### src/sv/hlps_alu.sv
`default_nettype none

module hlps_alu #(
    parameter int W = 42
) (
    input  wire logic [W-1:0] a,
    input  wire logic [W-1:0] b,
    input  wire logic         sub,
    output logic [W-1:0]      sum
);

    logic [W-1:0] b_op;

    assign b_op = sub ? ~b : b;
    assign sum  = a + b_op + W'(sub);

endmodule

`default_nettype wire

### config.mk
export PLATFORM = sky130hd
export DESIGN_NAME = hlps_alu
export DESIGN_NICKNAME = d
export VERILOG_FILES = /design/src/sv/hlps_alu.sv
export SDC_FILE = /design/constraint.sdc
export NUM_CORES = 1
export LEC_CHECK = 0
export BUFFER_PORTS_ARGS = -buffer_cell sky130_fd_sc_hd__buf_2
export CAP_MARGIN = 20
export CORE_ASPECT_RATIO = 1.1
export CORE_MARGIN = 4
export CORE_UTILIZATION = 40
export DETAILED_ROUTE_END_ITERATION = 8
export MAX_ROUTING_LAYER = met4
export PLACE_DENSITY = 0.74
export SLEW_MARGIN = 20
export SYNTH_ARGS = -nofsm -noshare
export SYNTH_HDL_FRONTEND = slang
export SYNTH_SLANG_ARGS = --single-unit
export TNS_END_PERCENT = 30
### constraint.sdc
create_clock -name vclk -period 3.7
set_input_delay 0.185 -clock vclk [all_inputs]
set_output_delay 0.185 -clock vclk [all_outputs]
set_load 0.05 [all_outputs]
Yosys cells after proc, flatten, opt, wreduce, memory -nomap -nowiden
Cells that the tools add are included.

storage, ports and cells
  input bits = 85
  output and inout port bits = 42
  flip-flop bits (word level) = 0

operators by class
  add/sub/neg operators = 2
  bitwise logic cells = 1
  multiplexer cells = 1

operators by type and width
  kind                                      count
  42-bit by 1-bit adder with 42-bit output  1
  42-bit adder                              1
  42-bit 2-to-1 mux                         1
  42-bit inverter                           1

Depth between registers and ports, before layout
  depth in word-level cells = 4
  gate-level depth with buffers = 12
  gate-level depth less buffers = 10

Worst setup path before layout
No wires, ideal clock.

  kind = in2out
  start point = input sub
  end point = output sum[32]
  path slack = 0.144 ns
  arrival time = 3.371 ns
  stages = 11
  buffers on the path = 2
  cell sequence = buf_6 clkbuf_1 xor2_1 fa_1 a21o_2 a211o_1 o211a_1 a21boi_0 o32a_1 o21bai_1 xnor2_1

on the way
  word-level cells in the longest chain between the ends = 3

ends and longest elaborated chain
  what                                        RTL line  RTL
  start: declaration                          8         input wire logic sub,
  42-bit 2-to-1 mux                           14        assign b_op = sub ? ~b : b;
  42-bit adder                                15        assign sum = a + b_op + W'(sub);
  42-bit by 1-bit adder with 42-bit output *  15
  end: declaration                            9         output logic [W-1:0] sum

Mark *: on every way between the ends. The rest lies on a longest branch, timed or not.

Worst setup path in the final report
  start point = input b[0]
  end point = output sum[40]

on the way
  word-level cells in the longest chain between the ends = 4

ends and longest elaborated chain
  what                                        RTL line  RTL
  start: declaration                          7         input wire logic [W-1:0] b,
  42-bit inverter                             14
  42-bit 2-to-1 mux *                         14
  42-bit adder *                              15
  42-bit by 1-bit adder with 42-bit output *  15

Marked as above.

==> summary.md <==
| Metric | Value |
|---|---|
| Total power draw | `0.00150 W` |
| Post-CTS sizing | `0` |
| Crit path max fanout | `3` |
| Vias in the first global route | `between 3000 and 4000` |
| Worst-Margin Slew | `approximately 0.59 ns` |
| Placed Cells | `595` |
| Kind of start point of the critical path | `primary input` |
| Post-Synth Adder-Cell Area | `approximately a fifth` |
| FF+latch count | `0` |
| # IOs | `127` |
| DRC | `0` |
| Largest net degree at the start of global routing | `26` |
| Filler instances | `between 700 and 800` |
| Final Setup Violations | `0` |
| Register area share after synthesis | `0%` |
| Post-Syn Nets | `523` |
| Multiplexer share of the synthesized area | `0.357%` |
| Slew margin rel. | `60.4%` |
| Outcome | `completed` |
| Post-Synthesis Cells | `393` |
| CP most frequent cell | `buf_2` |
| YS warnings | `0` |
| Antenna viol nets, final | `0` |
| Max-Cap Viols | `0` |
| Hold Crit Class | `primary input to primary output` |
| Hold depth | `3` |
| Pre-Repair DR Iteration Count | `4` |
| DR vias/cell | `5.44` |
| Hold buffers post-CTS | `0` |
| Setup CP Type | `primary input to primary output` |
| Synth area leader | `ha_1` |
| Grt ovf | `0` |
| Post-CTS Setup Repair Bufs | `0` |
| Avg WL per Cell | `15.0 um` |
| Ant diodes | `0` |
| Compound-gate portion of the synthesized area | `between 30% and 40%` |
| Largest family of logic cells by synthesized area | `compound AO/OA/AOI/OAI gates` |
| First-pass GRT wire length | `14.4 mm` |
| Post-synth top area share | `19.6%` |
| Layout cells sized above 1 | `approximately 28%` |
| Die ar. | `8430 um2` |
| Initial antenna violation count | `0` |
| CP top delay family | `compound AO/OA/AOI/OAI gates` |
| Area grow syn2layout | `25.8%` |
| Crit-path max cell delay | `0.52 ns` |
| Final max-slew violation count | `0` |
| CP bufs+invs | `3` |
| Via count | `3239` |
| Core area | `6710 um2` |
| Die Y | `about 96 um` |
| Nets | `645` |
| Final Hold Fails | `0` |
| GPL Wtd Cong | `0.903` |
| Critical Path End Type | `primary output` |
| Mapped Area | `2810 um2` |
| Top cells by area, synth | `ha_1 20%, xor2_1 18%, a21oi_1 8.9%` |
| Slowest CP cell | `a2111oi_2` |
| RSZ-0062 raised after global routing | `false` |
| FF+latch area | `0 um2` |
| PD cells | `424 nW/um2` |
| WHS Endpoint | `sum[0]` |
| Gr usage total | `21.0%` |
| Post-Route WL | `a little under 9 mm` |
| Cell variety after synth | `50` |
| Critical Path RT | `approximately 3.5 ns` |
| Clock buffer cells | `0` |
| Initial Util | `41.8%` |
| Tcrit/Tclk final | `92.4%` |
| Die width | `roughly 88 um` |
| CP Cell Sequence | `buf_2, mux2i_1, inv_1, fa_1, a21o_2, a211o_1, o2111ai_1, o211ai_1, a2111oi_2, or3b_1, and3_1, buf_2` |
| CP arrival | `3.23 ns` |
| Leakage Power | `1.72 nW` |
| Peak VDD IR | `0.305 mV` |
| Xor/xnor share of the synthesized area | `roughly a quarter` |
| Mean Syn Cell Area | `between 7 and 8 um2` |
| Highest clock rate | `slightly below 0.3 GHz` |
| Simple-gate area share of the yosys netlist | `about 18%` |
| FP Rows | `31` |
| TNS Setup | `0 ns` |
| PortBufs | `127` |
| Non-filler cells, final | `between 500 and 600` |
| Period minus WS final | `3.42 ns` |
| Min-Delay Startpoint | `a[0]` |
| Iteration-0 DRC Markers | `approximately 160` |
| HPWL Detailed | `7.88 mm` |
| Stages on the worst setup path | `12` |
## cell usage after synthesis (2+ instances only)
cell type  instances
a211o_1            2
a211oi_1           6
a21boi_0           2
a21o_1            14
a21o_2             2
a21oi_1           50
a221oi_1           2
a31oi_1            2
and2_1             2
clkbuf_1           6
ha_1              44
inv_1              5
nand2_1           50
nand3_1            5
nand4_1           11
nor2_1            32
nor3_1             4
nor4_1             4
o211ai_1           3
o21a_1             2
o21ai_0           27
o21bai_1           9
or2_2              2
xnor2_1           23
xor2_1            59
## cell type report
type	count	area (um2)	area share, %
multi-input combinational	379	2750	77.8
timing repair buffer	129	663	18.8
tap	82	103	2.91
inverter	5	18.8	0.532
## worst min-delay path: cells and delay by family
| family | cells | cell delay, ns |
|---|---|---|
| xor+xnor | 1 | 0.06 |
| buf+inv | 2 | 0.31 |
## metal layers
metal	wire length, um	global-route usage (%)
met5	0	-
met4	33	1.15
met3	438	1.37
met2	4470	38.2
met1	3990	26.6
## power by group
group / leakage (nW) / internal (W) / switching (W)
logic: 1.72 / 0.000427 / 0.00107
registers: 0 / 0 / 0
clock network: 0 / 0 / 0
total: 1.72 / 0.000427 / 0.00107
## cell families (layout without fill, tap and decap cells)
family,Yosys count,after routing
muxes,1,1
buffers and inverters,14,134
and+or+nand+nor,114,114
xor gates and xnor gates,82,82
AOI/OAI and AO/OA,137,137
adders and majority gates,45,45
## worst max path at each step
stage               endpoint  startpoint  slack, ns
floorplan            sum[32]         sub       0.14
CTS                  sum[40]        b[0]       0.29
global route         sum[34]         sub       0.09
detailed placement   sum[34]         sub       0.32
global placement     sum[34]         sub       0.35
finish               sum[40]        b[0]       0.28
## metrics by stage
stage	setup slack (ns)	hold slack, ns	util, %	instance area, um2
after CTS	0.293	0.737	52.5	3520
after detailed placement	0.319	0.737	52.5	3520
after floorplan	0.144	0.638	-	2810
final	0.282	0.739	52.6	3530
after global routing	0.0913	0.766	52.6	3530
after global placement	0.352	0.739	52.5	3520
## placed cells by master, fill, tap and decap left out, types with 3 or more instances in the layout
cell / instances
nor3_1: 4
o211ai_1: 3
a21o_1: 14
o21bai_1: 9
a211oi_1: 6
o21ai_0: 27
nand3_1: 5
inv_1: 5
nand2_1: 50
xnor2_1: 23
ha_1: 44
a21oi_1: 50
xor2_1: 59
buf_2: 127
nand4_1: 11
nor2_1: 32
nor4_1: 3
No activity file was read; power rests on OpenSTA's default activity.
